--- config.mk ---
export PLATFORM = sky130hd
export DESIGN_NAME = pid_image_rle_decoder
export DESIGN_NICKNAME = d
export VERILOG_FILES = /design/src/rtl/pixd_pkg.sv /design/src/rtl/pixd_cfg.sv /design/src/rtl/pixd_core.sv /design/src/rtl/pixd_outbuf.sv /design/src/rtl/pid_image_rle_decoder.sv
export SDC_FILE = /design/constraint.sdc
export NUM_CORES = 1
export LEC_CHECK = 0
export BUFFER_PORTS_ARGS = -buffer_cell sky130_fd_sc_hd__buf_2
export CORE_ASPECT_RATIO = 2
export CORE_MARGIN = 2
export CORE_UTILIZATION = 30
export DETAILED_ROUTE_END_ITERATION = 8
export HOLD_SLACK_MARGIN = 0.06
export PLACE_DENSITY = 0.44
export SETUP_SLACK_MARGIN = 0.3
export SLEW_MARGIN = 25
export SYNTH_ARGS = -nofsm -noshare
export SYNTH_HDL_FRONTEND = slang
export SYNTH_HIERARCHICAL = 1
export SYNTH_SLANG_ARGS = --single-unit
--- constraint.sdc ---
create_clock -name clk -period 14.8 [get_ports clk]
set_input_delay 0.74 -clock clk [delete_from_list [all_inputs] [get_ports clk]]
set_output_delay 0.74 -clock clk [all_outputs]
set_load 0.02 [all_outputs]
--- src/rtl/pixd_pkg.sv ---
// ----------------------------------------------------------------------------
// pixd_pkg
// Shared types and constants for the palette image run-length decoder.
// ----------------------------------------------------------------------------
package pixd_pkg;

    localparam int CFG_IDX_W  = 2;
    localparam int CFG_DATA_W = 25;

    localparam logic [CFG_IDX_W-1:0] REG_PIXEL_COUNT = 2'd0;
    localparam logic [CFG_IDX_W-1:0] REG_COMPRESSED  = 2'd1;

    localparam int DEF_MAX_PIXELS = 16 * 1024 * 1024;

    // coding thresholds
    localparam logic [7:0] LIT_BASE = 8'd128;
    localparam logic [7:0] REP_BASE = 8'd192;

    typedef struct packed {
        logic restart;
        logic compressed;
    } cfg_ctrl_t;

    typedef struct packed {
        logic [23:0] start_pixel;
        logic [6:0]  run_length;
        logic [7:0]  color_index;
        logic        transparent;
        logic        image_done;
    } run_t;

endpackage

--- src/rtl/pixd_cfg.sv ---
// ----------------------------------------------------------------------------
// pixd_cfg
// Configuration registers: pixel count (saturated) and coding mode.
// ----------------------------------------------------------------------------
module pixd_cfg #(
    parameter int MAX_PIXELS = pixd_pkg::DEF_MAX_PIXELS,
    parameter int CNT_W      = $clog2(MAX_PIXELS + 1)
) (
    input  logic                           clk,
    input  logic                           rst_n,
    input  logic                           cfg_we,
    input  logic [pixd_pkg::CFG_IDX_W-1:0] cfg_index,
    input  logic [pixd_pkg::CFG_DATA_W-1:0] cfg_data,
    output logic [CNT_W-1:0]               pixel_count,
    output pixd_pkg::cfg_ctrl_t            ctrl
);
    import pixd_pkg::*;

    localparam int WIDE_W = (CNT_W > CFG_DATA_W) ? CNT_W : CFG_DATA_W;

    logic [CNT_W-1:0]  pixel_count_reg;
    logic [CNT_W-1:0]  pixel_count_next;
    logic              compressed_reg;
    logic              compressed_next;
    logic [WIDE_W-1:0] data_ext;
    logic              wr_count;
    logic              wr_mode;

    assign wr_count = cfg_we && (cfg_index == REG_PIXEL_COUNT);
    assign wr_mode  = cfg_we && (cfg_index == REG_COMPRESSED);
    assign data_ext = WIDE_W'(cfg_data);

    always_comb
    begin
        pixel_count_next = pixel_count_reg;
        compressed_next  = compressed_reg;
        if (wr_count)
        begin
            if (data_ext > WIDE_W'(MAX_PIXELS))
                pixel_count_next = CNT_W'(MAX_PIXELS);
            else
                pixel_count_next = data_ext[CNT_W-1:0];
        end
        if (wr_mode)
            compressed_next = cfg_data[0];
    end

    always_ff @(posedge clk or negedge rst_n)
    begin
        if (!rst_n)
        begin
            pixel_count_reg <= CNT_W'(1);
            compressed_reg  <= 1'b0;
        end
        else
        begin
            pixel_count_reg <= pixel_count_next;
            compressed_reg  <= compressed_next;
        end
    end

    assign pixel_count     = pixel_count_reg;
    assign ctrl.restart    = wr_count || wr_mode;
    assign ctrl.compressed = compressed_reg;

endmodule

--- src/rtl/pixd_core.sv ---
// ----------------------------------------------------------------------------
// pixd_core
// Input byte register, decode state and run descriptor generation.
// ----------------------------------------------------------------------------
module pixd_core #(
    parameter int MAX_PIXELS = pixd_pkg::DEF_MAX_PIXELS,
    parameter int CNT_W      = $clog2(MAX_PIXELS + 1)
) (
    input  logic                clk,
    input  logic                rst_n,
    input  logic                in_valid,
    output logic                in_stall,
    input  logic [7:0]          stream_byte,
    input  logic [CNT_W-1:0]    pixel_count,
    input  pixd_pkg::cfg_ctrl_t ctrl,
    input  logic                out_free,
    output logic                push,
    output pixd_pkg::run_t      run,
    output logic [CNT_W-1:0]    position,
    output logic [7:0]          literal_left,
    output logic [5:0]          repeat_pending
);
    import pixd_pkg::*;

    localparam int WIDE_W = (CNT_W > 25) ? CNT_W : 25;

    logic              in_valid_reg;
    logic [7:0]        byte_reg;
    logic [CNT_W-1:0]  pos_reg;
    logic [CNT_W-1:0]  pos_next;
    logic [7:0]        lit_reg;
    logic [7:0]        lit_next;
    logic [5:0]        rep_reg;
    logic [5:0]        rep_next;

    logic              active;
    logic              emit;
    logic              adv;
    logic [6:0]        len;
    logic [7:0]        idx;
    logic              transp;
    logic [WIDE_W-1:0] pos_ext;
    logic [WIDE_W-1:0] cnt_ext;
    logic [WIDE_W-1:0] remaining;
    logic [WIDE_W-1:0] len_clip;
    logic [WIDE_W-1:0] pos_sum;

    assign active  = in_valid_reg && (pos_reg < pixel_count);
    assign pos_ext = WIDE_W'(pos_reg);
    assign cnt_ext = WIDE_W'(pixel_count);

    // byte decode
    always_comb
    begin
        emit     = 1'b0;
        len      = 7'd1;
        idx      = byte_reg;
        transp   = 1'b0;
        lit_next = lit_reg;
        rep_next = rep_reg;
        if (ctrl.compressed)
        begin
            if (lit_reg != 8'd0)
            begin
                emit     = 1'b1;
                lit_next = lit_reg - 8'd1;
            end
            else if (byte_reg > LIT_BASE)
            begin
                emit   = 1'b1;
                len    = 7'(byte_reg - LIT_BASE);
                idx    = 8'd0;
                transp = 1'b1;
            end
            else
            begin
                lit_next = byte_reg;
            end
        end
        else
        begin
            if (rep_reg != 6'd0)
            begin
                emit     = 1'b1;
                len      = 7'(rep_reg);
                rep_next = 6'd0;
            end
            else if (byte_reg > REP_BASE)
            begin
                rep_next = 6'(byte_reg - REP_BASE);
            end
            else
            begin
                emit = 1'b1;
            end
        end
    end

    // clip at image end
    always_comb
    begin
        remaining = cnt_ext - pos_ext;
        if (WIDE_W'(len) > remaining)
            len_clip = remaining;
        else
            len_clip = WIDE_W'(len);
        pos_sum  = pos_ext + len_clip;
        pos_next = pos_sum[CNT_W-1:0];
    end

    // a byte with no result never waits on the output side
    assign adv      = in_valid_reg && (!(active && emit) || out_free);
    assign push     = adv && active && emit;
    assign in_stall = in_valid_reg && !adv;

    assign run.start_pixel = pos_ext[23:0];
    assign run.run_length  = len_clip[6:0];
    assign run.color_index = idx;
    assign run.transparent = transp;
    assign run.image_done  = (pos_sum >= cnt_ext);

    always_ff @(posedge clk or negedge rst_n)
    begin
        if (!rst_n)
        begin
            in_valid_reg <= 1'b0;
            pos_reg      <= '0;
            lit_reg      <= '0;
            rep_reg      <= '0;
        end
        else
        begin
            if (!in_stall)
                in_valid_reg <= in_valid;
            if (ctrl.restart)
            begin
                pos_reg <= '0;
                lit_reg <= '0;
                rep_reg <= '0;
            end
            else if (adv && active)
            begin
                if (emit)
                    pos_reg <= pos_next;
                lit_reg <= lit_next;
                rep_reg <= rep_next;
            end
        end
    end

    always_ff @(posedge clk)
    begin
        if (in_valid && !in_stall)
            byte_reg <= stream_byte;
    end

    assign position       = pos_reg;
    assign literal_left   = lit_reg;
    assign repeat_pending = rep_reg;

endmodule

--- src/rtl/pixd_outbuf.sv ---
// ----------------------------------------------------------------------------
// pixd_outbuf
// Output register for run descriptor beats.
// ----------------------------------------------------------------------------
module pixd_outbuf (
    input  logic           clk,
    input  logic           rst_n,
    input  logic           push,
    input  pixd_pkg::run_t run_in,
    output logic           out_free,
    output logic           out_valid,
    input  logic           out_stall,
    output pixd_pkg::run_t run_out
);
    import pixd_pkg::*;

    logic out_valid_reg;
    run_t run_reg;

    assign out_free = !out_valid_reg || !out_stall;

    always_ff @(posedge clk or negedge rst_n)
    begin
        if (!rst_n)
            out_valid_reg <= 1'b0;
        else if (out_free)
            out_valid_reg <= push;
    end

    always_ff @(posedge clk)
    begin
        if (push)
            run_reg <= run_in;
    end

    assign out_valid = out_valid_reg;
    assign run_out   = run_reg;

endmodule

--- src/rtl/pid_image_rle_decoder.sv ---
// ----------------------------------------------------------------------------
// pid_image_rle_decoder
// Run-length decoder for palettized image pixel data: one byte in, at most
// one run descriptor out.
// ----------------------------------------------------------------------------
//  channel | handshake            | payload
//  --------+----------------------+-------------------------------------------
//  in      | in_valid / in_stall  | stream_byte
//  out     | out_valid / out_stall| start_pixel, run_length, color_index,
//          |                      | transparent, image_done
//  cfg     | cfg_we               | cfg_index, cfg_data
//
//  One byte per cycle sustained while in_stall is low; a result passes through
//  the input register and is decoded into the output register, from which it
//  can leave.
//  Bytes that only set up a count, and bytes after the image end, give no beat.
//  out_stall holds the output register; in_stall rises only when a byte that
//  produces a run is waiting for that register.
//  Reset: pixel_count 1, plain mode, decode state cleared. A register write
//  also clears the decode state.
// ----------------------------------------------------------------------------
module pid_image_rle_decoder #(
    parameter int MAX_PIXELS = pixd_pkg::DEF_MAX_PIXELS
) (
    input  logic                            clk,
    input  logic                            rst_n,
    input  logic                            cfg_we,
    input  logic [pixd_pkg::CFG_IDX_W-1:0]  cfg_index,
    input  logic [pixd_pkg::CFG_DATA_W-1:0] cfg_data,
    input  logic                            in_valid,
    output logic                            in_stall,
    input  logic [7:0]                      stream_byte,
    output logic                            out_valid,
    input  logic                            out_stall,
    output logic [23:0]                     start_pixel,
    output logic [6:0]                      run_length,
    output logic [7:0]                      color_index,
    output logic                            transparent,
    output logic                            image_done
);
    import pixd_pkg::*;

    localparam int CNT_W = $clog2(MAX_PIXELS + 1);

    logic [CNT_W-1:0] pixel_count;
    cfg_ctrl_t        ctrl;
    logic             out_free;
    logic             push;
    run_t             run_new;
    run_t             run_out;
    logic [CNT_W-1:0] position;
    logic [7:0]       literal_left;
    logic [5:0]       repeat_pending;

    pixd_cfg #(
        .MAX_PIXELS (MAX_PIXELS),
        .CNT_W      (CNT_W)
    ) u_cfg (
        .clk         (clk),
        .rst_n       (rst_n),
        .cfg_we      (cfg_we),
        .cfg_index   (cfg_index),
        .cfg_data    (cfg_data),
        .pixel_count (pixel_count),
        .ctrl        (ctrl)
    );

    pixd_core #(
        .MAX_PIXELS (MAX_PIXELS),
        .CNT_W      (CNT_W)
    ) u_core (
        .clk            (clk),
        .rst_n          (rst_n),
        .in_valid       (in_valid),
        .in_stall       (in_stall),
        .stream_byte    (stream_byte),
        .pixel_count    (pixel_count),
        .ctrl           (ctrl),
        .out_free       (out_free),
        .push           (push),
        .run            (run_new),
        .position       (position),
        .literal_left   (literal_left),
        .repeat_pending (repeat_pending)
    );

    pixd_outbuf u_outbuf (
        .clk       (clk),
        .rst_n     (rst_n),
        .push      (push),
        .run_in    (run_new),
        .out_free  (out_free),
        .out_valid (out_valid),
        .out_stall (out_stall),
        .run_out   (run_out)
    );

    assign start_pixel = run_out.start_pixel;
    assign run_length  = run_out.run_length;
    assign color_index = run_out.color_index;
    assign transparent = run_out.transparent;
    assign image_done  = run_out.image_done;

    // decode never runs past the image end
    a_pos_bound: assert property (@(posedge clk) disable iff (!rst_n)
        position <= pixel_count)
        else $error("position beyond pixel_count");

    // a pending repeat and pending literals belong to different modes
    a_one_pending: assert property (@(posedge clk) disable iff (!rst_n)
        !((literal_left != 8'd0) && (repeat_pending != 6'd0)))
        else $error("literal and repeat pending together");

    // a register write restarts decode
    a_restart: assert property (@(posedge clk) disable iff (!rst_n)
        cfg_we && (cfg_index == REG_PIXEL_COUNT || cfg_index == REG_COMPRESSED)
        |=> (position == '0) && (literal_left == 8'd0) && (repeat_pending == 6'd0))
        else $error("decode state not cleared by register write");

    // a pushed run is visible on the output next cycle
    a_push_shows: assert property (@(posedge clk) disable iff (!rst_n)
        push |=> out_valid)
        else $error("pushed run not presented");

endmodule
==> results of run 1 <==
worst paths after layout:
path                                     startpoint                       end  cells past startpoint
hold reg to reg            u_core/repeat_pending[4]  u_core/repeat_pending[4]                      1
max in group asynchronous                     rst_n       u_core/position[10]                      2
setup / recovery             u_core/literal_left[3]       u_outbuf/run_out[0]                     34
hold / removal                                rst_n        u_outbuf/out_valid                      2
min in group clk                     stream_byte[5]        u_core/byte_reg[5]                      1
setup reg to reg             u_core/literal_left[3]       u_outbuf/run_out[0]                     34
layout make-up:
type / count / area [sq um]
clock buffer: 21 / 440
clock inverter: 11 / 88.8
fill: 2975 / 18500
inverter: 78 / 293
multi-input combinational: 677 / 4940
sequential: 116 / 3150
tap: 356 / 445
timing repair buffer: 87 / 452
cell families (layout without fill, tap and decap cells):
group,Yosys count,in the layout
AOI/OAI and AO/OA,229,229
xor gates and xnor gates,29,29
adders and majority gates,86,86
buffers and inverters,132,197
DFF,116,116
muxes,62,62
other,1,17
and+or+nand+nor,254,254
cells in the final DEF (no fill, tap or decap), types with 14 or more instances in the layout:
cell type and count:
nor2b_1 21, nand2_1 49, nand3_1 14, edfxtp_1 49
ha_1 84, dfrtp_1 66, buf_2 82, inv_1 77
a21o_1 30, conb_1 17, xnor2_1 18, nor2_1 83
mux2i_1 30, o21a_1 15, and2b_1 18, mux2_2 26
clkbuf_16 17, o21ai_0 44, a21oi_1 55
critical path, delay by kind of cell (launching register included):
kind | cells | cell delay (ns)
xor+xnor | 1 | 0.17
flops | 1 | 0.42
buf+inv | 1 | 0.06
mux | 1 | 0.34
simple gates | 14 | 3.68
fa+ha+maj | 4 | 1.17
compound gates | 13 | 3.39
layer usage:
metal / vias to the layer above / part of all wire / global-route usage
met5: - / 0 / 0
met1: 3350 / 0.36 / 0.178
met4: 0 / 0.042 / 0.0915
met2: 159 / 0.57 / 0.346
met3: 54 / 0.028 / 0.0289
li1: 3374 / - / -
synth_stat cells, types with 13 or more instances:
| cell | number | area, sq um |
|---|---|---|
| xnor2_1 | 18 | 158 |
| and2b_1 | 18 | 135 |
| o21a_1 | 15 | 113 |
| inv_1 | 78 | 293 |
| a21oi_1 | 55 | 275 |
| nand3_1 | 15 | 75.1 |
| edfxtp_1 | 49 | 1470 |
| nand4_1 | 13 | 81.3 |
| buf_4 | 26 | 195 |
| nor2_1 | 83 | 312 |
| nor2b_1 | 22 | 138 |
| a21o_1 | 30 | 225 |
| mux2i_1 | 30 | 300 |
| clkbuf_1 | 18 | 67.6 |
| ha_1 | 84 | 1050 |
| nand2_1 | 49 | 184 |
| mux2_2 | 26 | 293 |
| o21ai_0 | 44 | 220 |
| dfrtp_1 | 66 | 1650 |
stage by stage:
step	worst slack, ns	power (W)	hold WS (ns)	instances	util
after floorplan	7.00	0.00146	0.444	925	-
after global placement	5.63	0.00180	0.482	1314	0.328
after detailed placement	5.33	0.00179	0.488	1314	0.328
after CTS	5.29	0.00219	0.441	1346	0.346
after global routing	4.50	0.00234	0.454	1346	0.347
final	5.31	0.00217	0.399	1346	0.347
power groups by stage:
stage	registers [W]	logic (W)	clock network (W)
floorplan	0.000566	0.000890	0
global placement	0.000541	0.00126	0
detailed placement	0.000541	0.00125	0
CTS	0.000537	0.00126	0.000397
global route	0.000546	0.00139	0.000407
finish	0.000532	0.00126	0.000384
==> results.txt, run 1 <==
----------------------------------------------------
[Logic synthesis]
  Unique masters post-synth ... 69
  Xor/xnor share of the synthesized area ... 0.0294
  Post-Synth Adder-Cell Area ... 0.126
  Share of synthesized area occupied by flip-flops and latches ... 0.365
  Compound-gate portion of the synthesized area ... 0.179
  Multiplexer share of the synthesized area ... 0.0787
  Flops & latches, synth ... 116
  Cell area after synthesis ... 8640 sq um
  Fraction of synthesis flops using an asynchronous set or reset pin ... 0.578
  Count of mapped cells out of synthesis ... about 910
  Area share of and/or/nand/nor cells after synthesis ... 0.150
  Syn_area_per_cell ... between 9 and 10 sq um
  Main flop type after synthesis ... dfrtp_1
  Count of flip-flops with a built-in enable after synthesis ... between 40 and 50
  Yosys synthesis warning count ... 6
  Largest family of logic cells by synthesized area ... compound AO/OA/AOI/OAI gates

[CTS]
  Total of cells resized after clock tree synthesis ... 0
  Clock-pin slew reported for the worst setup and hold paths after clock tree synthesis ... approximately 0.060 ns
  Number of buffers on the longest clock path ... 2
  Clock buffers created by TritonCTS ... 17
  Number of sinks on the clock net ... 116
  Count of hold buffers inserted by post-cts repair ... 0
  Clock tree from TritonCTS ... yes
  Worst-Skew Late Latency ... approximately 0.45 ns
  Postcts setup bufs ... 0
  Clk Tree Root Cell ... clkbuf_16
  H-tree Lvls ... 4

[Flow run]
  Count of maximum capacitance violations ... 0

[Worst setup path]
  Setup crit end kind ... flip-flop
  CP peak stage delay ... between 0.6 and 0.7 ns
  Max stage delay cell, worst path ... nor4_4
  Category of the critical setup timing path ... flip-flop to flip-flop
  Worst reg2reg setup slack ... about 5.3 ns
  Data required, critical path ... ~15 ns
  Data arrival time of the critical path ... roughly 9.7 ns
  Startpoint type of the worst setup path ... flip-flop
  Cell seen most often among critical-path stages ... o21ai_0
  Maximum net fanout on the critical path ... 14

[Floorplanning]
  Full die area ... 30300 sq um
  Site row count ... slightly below 90
  Starting utilization of the core area ... 0.305
  Die width ... 124 um
  Vertical die dimension ... 244 um
  Top-level port count ... 83
  Core Footprint ... 28300 sq um

[Finish]
  Max reg flops ... 41
  Share of cells above drive strength 1 ... 0.163
  Area added between synthesis and finish ... 13.6%
  Final std cell area, no fill ... approximately 10000 sq um
  Number of antenna repair diodes ... 0
  Number of nets in the final layout ... 1103

[Global routing]
  GRT overflow ... 0
  First-pass GRT wire length ... 40000 um
  Global-route usage over all layers ... 0.180
  Maximum number of pins on one net before global-route repair ... 68
  Via count of the first global-routing pass ... about 7100
  Number of antenna violations at the first check in global routing ... 0

[Placed design]
  Area post-placement ... 9280 sq um
  Number of port buffers ... 82
  Routability cong. ... 0.866
  Detailed placer's ending HPWL ... 20200 um

[Timing]
  Clock period minus worst slack ... ~9.5 ns
  Setup repair after global routing missed its margin ... false
  Setup TNS ... 0 ns
  Pin slew with the least headroom to its limit ... between 0.7 and 0.8 ns
  Setup violations, final ... 0
  Highest attainable clock frequency ... roughly 110 MHz
  Final number of max-transition violations ... 0
  Number of endpoints with negative hold slack in the final report ... 0
  Worst-case clock skew ... around 0.013 ns
  Worst slew margin ... 0.503
  Crit share post-route ... 0.641

[Detailed routing]
  Post-DRT Antenna Nets ... 0
  Total wire length ... 26100 um
  Drt initial violations ... 291
  Via count of the routed design ... 6937
  Via density per instance ... a little over 5
  Number of design rule violations left after detail routing ... 0
  Routed wire length per instance ... between 15 and 20 um
  First-pass DRT Iterations ... 5

[Pwr]
  Logic pwr share ... 0.578
  Static Leak ... 4.60 nW
  Proportion of power drawn by flip-flops and latches ... 0.245
  Switching share of power ... 0.462
  Clock power share ... 0.177
  Switching power ... between 0.001 and 0.0015 W
  Worst vdd rail ir drop ... 0.0907 mV
  Power density over the cells ... around 220 nW/um^2
  Internal ... about 0.0012 W

[Min path]
  Worst hold path class ... input port to asynchronous set/reset pin

[Outcome]
  Result of the run ... completed

----------------------------------------------------
(Power assumes the default switching activity.)
==> inputs of run 2 (changes only) <==
Clock period 14.8 ns to 9.41 ns, I/O delays scaled along.
==> run 2 against run 1 <==
Effect of this change: first-iteration DRC count is 20% lower; register-to-register slack worse by 4.4 ns; sequential power up 57%; die area unchanged; final area up 1.8%; flip-flop and latch count unchanged; via count fell by 0.75%; clock-buffer cell count down 1; sequential share of layout area fell by 0.57 points; critical path depth increased by 2; critical endpoint unchanged; largest power group unchanged.
==> results.txt, run 2 (synthesized netlist as in run 1, its figures left out) <==
----------------------------------------------------
[Worst setup path]
  Launch instance of the worst register-to-register path ... u_cfg/pixel_count[0] (was u_core/literal_left[3])
  Category of the critical setup timing path ... flip-flop to flip-flop (unchanged)
  Max stage delay cell, worst path ... dfstp_2 (was nor4_4)
  Startpoint type of the worst setup path ... flip-flop (unchanged)
  Worst path bufs/invs ... 5 (was 1)
  CP peak stage delay ... 0.54 ns (was 0.66 ns)
  Gate family responsible for the most delay along the worst path ... compound AO/OA/AOI/OAI gates (was simple AND/OR/NAND/NOR gates)
  Maximum net fanout on the critical path ... 5 (was 14)
  Data arrival time of the critical path ... 8.65 ns (was 9.67 ns)
  Setup crit end kind ... flip-flop (unchanged)
  Data required, critical path ... 9.59 ns (was 14.98 ns)
  Critical path origin ... u_cfg/pixel_count[0] (was u_core/literal_left[3])

[CTS]
  Number of sinks on the clock net ... 116 (unchanged)
  H-tree Lvls ... 4 (unchanged)
  Total of cells resized after clock tree synthesis ... 0 (unchanged)
  Clk Tree Root Cell ... clkbuf_16 (unchanged)
  Clock-pin slew reported for the worst setup and hold paths after clock tree synthesis ... 0.06 ns (about the same)
  Clock tree from TritonCTS ... yes (unchanged)
  Number of buffers on the longest clock path ... 2 (unchanged)
  Worst-Skew Late Latency ... 0.44 ns (was 0.45 ns)
  Clock buffers created by TritonCTS ... 17 (unchanged)

[Detailed routing]
  Drt initial violations ... 234 (was 291)
  Via count of the routed design ... 6885 (was 6937)
  First-pass DRT Iterations ... 5 (unchanged)
  Routed wire length per instance ... 19.1 um (was 19.4 um)
  Number of design rule violations left after detail routing ... 0 (unchanged)
  Total wire length ... 25900 um (was 26100 um)
  Post-DRT Antenna Nets ... 0 (unchanged)
  Via density per instance ... 5.08 (was 5.15)

[Placed design]
  Area post-placement ... 9310 sq um (was 9280 sq um)
  Routability cong. ... 0.848 (was 0.866)
  Detailed placer's ending HPWL ... 20200 um (about the same)
  Number of port buffers ... 82 (unchanged)

[Finish]
  Leading cell types in the layout, fill and taps excluded ... 84 x ha_1, 83 x nor2_1, 82 x buf_2, 77 x inv_1, 66 x dfrtp_1 (unchanged)
  Number of fill cells in the layout ... 2977 (was 2975)
  Final std cell area, no fill ... 9990 sq um (was 9810 sq um)
  Number of nets in the final layout ... 1112 (was 1103)
  Share of cells above drive strength 1 ... 0.175 (was 0.163)
  Most common cell after layout, fill and taps aside ... ha_1 (unchanged)
  Area added between synthesis and finish ... 15.6% (was 13.6%)
  Max reg flops ... 41 (unchanged)
  Finished Core Util ... 0.353 (was 0.347)

[Pwr]
  Logic pwr share ... 0.562 (was 0.578)
  Switching share of power ... 0.446 (was 0.462)
  Internal ... 0.00194 W (was 0.00117 W)
  Power density over the cells ... 352 nW/um^2 (was 221 nW/um^2)
  Static Leak ... 4.68 nW (was 4.60 nW)
  Worst vdd rail ir drop ... 0.143 mV (was 0.0907 mV)
  Switching power ... 0.00157 W (was 0.00100 W)
  Proportion of power drawn by flip-flops and latches ... 0.238 (was 0.245)
  Clock power share ... 0.200 (was 0.177)

[Min path]
  Worst hold path class ... input port to asynchronous set/reset pin (unchanged)

[Floorplanning]
  Die width ... 124 um (unchanged)
  Site row count ... 87 (unchanged)
  Starting utilization of the core area ... 0.305 (unchanged)
  Vertical die dimension ... 244 um (unchanged)
  Full die area ... 30300 sq um (unchanged)
  Core Footprint ... 28300 sq um (unchanged)
  Top-level port count ... 83 (unchanged)

[Timing]
  Setup TNS ... 0 ns (unchanged)
  Worst hold slack across all endpoints ... 0.141 ns (was 0.399 ns)
  Setup repair after global routing missed its margin ... false (unchanged)
  Highest attainable clock frequency ... 118 MHz (was 105 MHz)
  Setup violations, final ... 0 (unchanged)
  Number of endpoints with negative hold slack in the final report ... 0 (unchanged)
  Pin slew with the least headroom to its limit ... 0.714 ns (was 0.740 ns)
  Final number of max-transition violations ... 0 (unchanged)
  Crit share post-route ... 0.900 (was 0.641)
  Worst-case clock skew ... 0.00825 ns (was 0.0130 ns)
  Worst slew margin ... 0.519 (was 0.503)
  Clock period minus worst slack ... 8.47 ns (was 9.49 ns)

[Outcome]
  Result of the run ... completed (unchanged)

[Global routing]
  Maximum number of pins on one net before global-route repair ... 68 (unchanged)
  Via count of the first global-routing pass ... 7142 (was 7148)
  Number of antenna violations at the first check in global routing ... 0 (unchanged)
  Global-route usage over all layers ... 0.180 (about the same)
  GRT overflow ... 0 (unchanged)
  First-pass GRT wire length ... 40000 um (unchanged)

[Flow run]
  Count of maximum capacitance violations ... 0 (unchanged)

----------------------------------------------------
run 2: final timing paths:
path	cells after the start	to	slack, ns
setup reg to reg	36	u_outbuf/run_out[0]	0.94
setup / recovery	36	u_outbuf/run_out[0]	0.94
min in group clk	1	u_core/byte_reg[2]	0.20
max in group asynchronous	2	u_core/position[2]	8.79
hold reg to reg	1	u_core/repeat_pending[4]	0.50
hold / removal	2	u_core/literal_left[3]	0.14
run 2: metal layers:
layer | vias to the layer above | GRT usage | part of all wire | wire length [um]
li1 | 3392 | - | - | -
met1 | 3320 | 0.170 | 0.35 | 9060
met2 | 145 | 0.363 | 0.60 | 15400
met3 | 28 | 0.0366 | 0.030 | 786
met4 | 0 | 0.0644 | 0.025 | 637
met5 | - | 0 | 0 | 0
run 2: through the flow:
| stage | total power [W] | setup WS (ns) | std cells |
|---|---|---|---|
| 5_1_grt | 0.00380 | 0.447 | 1355 |
| 3_3_place_gp | 0.00282 | 0.676 | 1319 |
| 3_5_place_dp | 0.00281 | 0.571 | 1319 |
| 6_report | 0.00351 | 0.938 | 1356 |
| 4_1_cts | 0.00354 | 0.497 | 1351 |
| 2_1_floorplan | 0.00229 | 1.61 | 925 |
run 2: layout make-up:
class	count	area (sq um)	share of cell area
Clock inverter	12	179	0.0179
Sequential cell	116	3150	0.315
Antenna cell	1	2.50	0.000251
Multi-Input combinational cell	677	4940	0.495
Timing Repair Buffer	96	519	0.0520
Clock buffer	20	457	0.0457
Inverter	78	293	0.0293
Tap cell	356	445	0.0446
run 2: power by group through the flow:
| stage | logic, W | registers [W] | clock network (W) |
|---|---|---|---|
| 3_5_place_dp | 0.00196 | 0.000850 | 0 |
| 2_1_floorplan | 0.00140 | 0.000891 | 0 |
| 3_3_place_gp | 0.00197 | 0.000848 | 0 |
| 5_1_grt | 0.00219 | 0.000857 | 0.000746 |
| 6_report | 0.00197 | 0.000835 | 0.000704 |
| 4_1_cts | 0.00197 | 0.000843 | 0.000726 |
run 2: timing repair:
item | 4_1_cts | 5_1_grt
setup buffers | 0 | 4
hold buffers | 0 | 0
endpoints found under the setup margin | 0 | 1
run 2: worst reg2reg max path: cells and delay by family (launching register included):
family                   cells  cell delay [ns]
AO/OA/AOI/OAI               16             3.37
XOR/XNOR                     2             0.33
adder cells (fa/ha/maj)      5             1.56
buffers and inverters        5             0.69
flip-flops                   1             0.54
multiplexers                 1             0.33
AND/OR/NAND/NOR              7             1.38
==> inputs of run 3 (changes only) <==
Settings changed: RECOVER_POWER set to 25.
==> run 3 against run 2 <==
Effect of this change: the flow now finishes with violations (capacitance limit, slew limit); critical endpoint unchanged; core utilization about the same; clock-buffer cell count unchanged; wire length about the same; critical path type unchanged; clock skew about the same; flip-flop and latch count unchanged.
==> results.txt, run 3 (synthesized netlist as in run 1, its figures left out) <==
----------------------------------------------------
[Outcome]
  Result of the run ... finished, violations left (was completed)
  Violated checks ... capacitance limit, slew limit

[Flow run]
  Count of maximum capacitance violations ... 1 (was 0)

[Finish]
  Leading cell types in the layout, fill and taps excluded ... 84 x ha_1, 83 x nor2_1, 82 x buf_2, 77 x inv_1, 66 x dfrtp_1 (unchanged)
  Most common cell after layout, fill and taps aside ... ha_1 (unchanged)
  Final std cell area, no fill ... 9980 sq um (was 9990 sq um)
  Area added between synthesis and finish ... 15.5% (was 15.6%)
  Number of nets in the final layout ... 1112 (unchanged)
  Share of cells above drive strength 1 ... 0.174 (was 0.175)
  Finished Core Util ... 0.353 (about the same)
  Max reg flops ... 41 (unchanged)

[Floorplanning]
  Vertical die dimension ... 244 um (unchanged)
  Top-level port count ... 83 (unchanged)
  Starting utilization of the core area ... 0.305 (unchanged)
  Full die area ... 30300 sq um (unchanged)
  Site row count ... 87 (unchanged)
  Die width ... 124 um (unchanged)
  Core Footprint ... 28300 sq um (unchanged)

[Worst setup path]
  Gate family responsible for the most delay along the worst path ... compound AO/OA/AOI/OAI gates (unchanged)
  Maximum net fanout on the critical path ... 5 (unchanged)
  Worst path bufs/invs ... 5 (unchanged)
  Max stage delay cell, worst path ... dfstp_2 (unchanged)
  Data arrival time of the critical path ... 8.65 ns (about the same)
  Category of the critical setup timing path ... flip-flop to flip-flop (unchanged)
  Data required, critical path ... 9.59 ns (about the same)
  CP peak stage delay ... 0.54 ns (about the same)
  Setup crit end kind ... flip-flop (unchanged)
  Startpoint type of the worst setup path ... flip-flop (unchanged)

[Timing]
  Final number of max-transition violations ... 68 (was 0)
  Number of endpoints with negative hold slack in the final report ... 0 (unchanged)
  Worst-case clock skew ... 0.00825 ns (about the same)
  Highest attainable clock frequency ... 118 MHz (about the same)
  Setup repair after global routing missed its margin ... false (unchanged)
  Pin slew with the least headroom to its limit ... 3.95 ns (was 0.714 ns)
  Crit share post-route ... 0.901 (was 0.900)
  Setup TNS ... 0 ns (unchanged)
  Worst slew margin ... -1.63 (was 0.519)
  Clock period minus worst slack ... 8.47 ns (about the same)
  Setup violations, final ... 0 (unchanged)
  Worst hold slack across all endpoints ... 0.202 ns (was 0.141 ns)

[Global routing]
  Layer carrying the most global-route usage ... met2 (unchanged)
  Global-route usage over all layers ... 0.180 (unchanged)
  GRT overflow ... 0 (unchanged)
  First-pass GRT wire length ... 40000 um (unchanged)
  Number of antenna violations at the first check in global routing ... 0 (unchanged)
  Met3 layer usage reported by global route ... 0.0366 (unchanged)
  Fraction of met2 tracks used by global routing ... 0.363 (unchanged)
  Via count of the first global-routing pass ... 7142 (unchanged)
  Maximum number of pins on one net before global-route repair ... 68 (unchanged)
  GRT met1 Usage ... 0.170 (unchanged)

[Min path]
  Worst hold path class ... input port to flip-flop (was input port to asynchronous set/reset pin)

[Detailed routing]
  Via density per instance ... 5.07 (was 5.08)
  Via count of the routed design ... 6878 (was 6885)
  Routed wire length per instance ... 19.1 um (about the same)
  First-pass DRT Iterations ... 5 (unchanged)
  Total wire length ... 25900 um (about the same)
  Number of design rule violations left after detail routing ... 0 (unchanged)
  Drt initial violations ... 234 (unchanged)
  Post-DRT Antenna Nets ... 0 (unchanged)

[CTS]
  Clock buffers created by TritonCTS ... 17 (unchanged)
  Number of sinks on the clock net ... 116 (unchanged)
  Worst-Skew Late Latency ... 0.44 ns (about the same)
  Number of buffers on the longest clock path ... 2 (unchanged)
  Clk Tree Root Cell ... clkbuf_16 (unchanged)
  Clock tree from TritonCTS ... yes (unchanged)
  Total of cells resized after clock tree synthesis ... 0 (unchanged)
  Clock-pin slew reported for the worst setup and hold paths after clock tree synthesis ... 0.06 ns (about the same)
  H-tree Lvls ... 4 (unchanged)

[Placed design]
  Number of port buffers ... 82 (unchanged)
  Area post-placement ... 9310 sq um (unchanged)
  Detailed placer's ending HPWL ... 20200 um (unchanged)
  Routability cong. ... 0.848 (unchanged)

[Pwr]
  Worst vdd rail ir drop ... 0.143 mV (about the same)
  Static Leak ... 4.68 nW (about the same)
  Power density over the cells ... 352 nW/um^2 (about the same)

----------------------------------------------------
## run 3: cell type report
type,count,area [sq um]
clock inverter,12,179
multi-input combinational,677,4940
inverter,78,293
antenna,1,2.50
sequential,116,3150
tap,356,445
fill,2979,18300
clock buffer,20,457
timing repair buffer,96,512
## run 3: metal layers
layer	vias up	routed length [um]	share of wire
met1	3319	9070	0.35
met2	139	15400	0.60
li1	3392	-	-
met5	-	0	0
met4	0	637	0.025
met3	28	760	0.029
## run 3: timing repair
item / CTS / global route
buffers inserted: 0 / 4
setup endpoints to repair: 0 / 1
hold buffers: 0 / 0
## run 3: metrics by stage
step | worst slack, ns | total power, W | instances
floorplan | 1.61 | 0.00229 | 925
global placement | 0.676 | 0.00282 | 1319
detailed placement | 0.571 | 0.00281 | 1319
CTS | 0.497 | 0.00354 | 1351
global route | 0.447 | 0.00380 | 1355
finish | 0.936 | 0.00351 | 1356
## run 3: path summary, 6_finish.rpt
check	from	to	slack [ns]	cells after the start
max	u_cfg/pixel_count[0]	u_outbuf/run_out[0]	0.94	36
max in group asynchronous	rst_n	u_core/position[2]	5.67	2
min reg2reg	u_core/repeat_pending[4]	u_core/repeat_pending[4]	0.50	1
min	stream_byte[2]	u_core/byte_reg[2]	0.20	1
max reg2reg	u_cfg/pixel_count[0]	u_outbuf/run_out[0]	0.94	36
min in group asynchronous	rst_n	u_core/literal_left[3]	1.51	2
## run 3: report_power, final
| group | internal (W) | leakage [nW] | switching (W) | total (W) |
|---|---|---|---|---|
| Combinational | 0.000771 | 3.04 | 0.00120 | 0.00197 |
| Sequential | 0.000717 | 1.35 | 0.000118 | 0.000835 |
| Clock | 0.000456 | 0.291 | 0.000248 | 0.000704 |
| Total | 0.00194 | 4.68 | 0.00157 | 0.00351 |
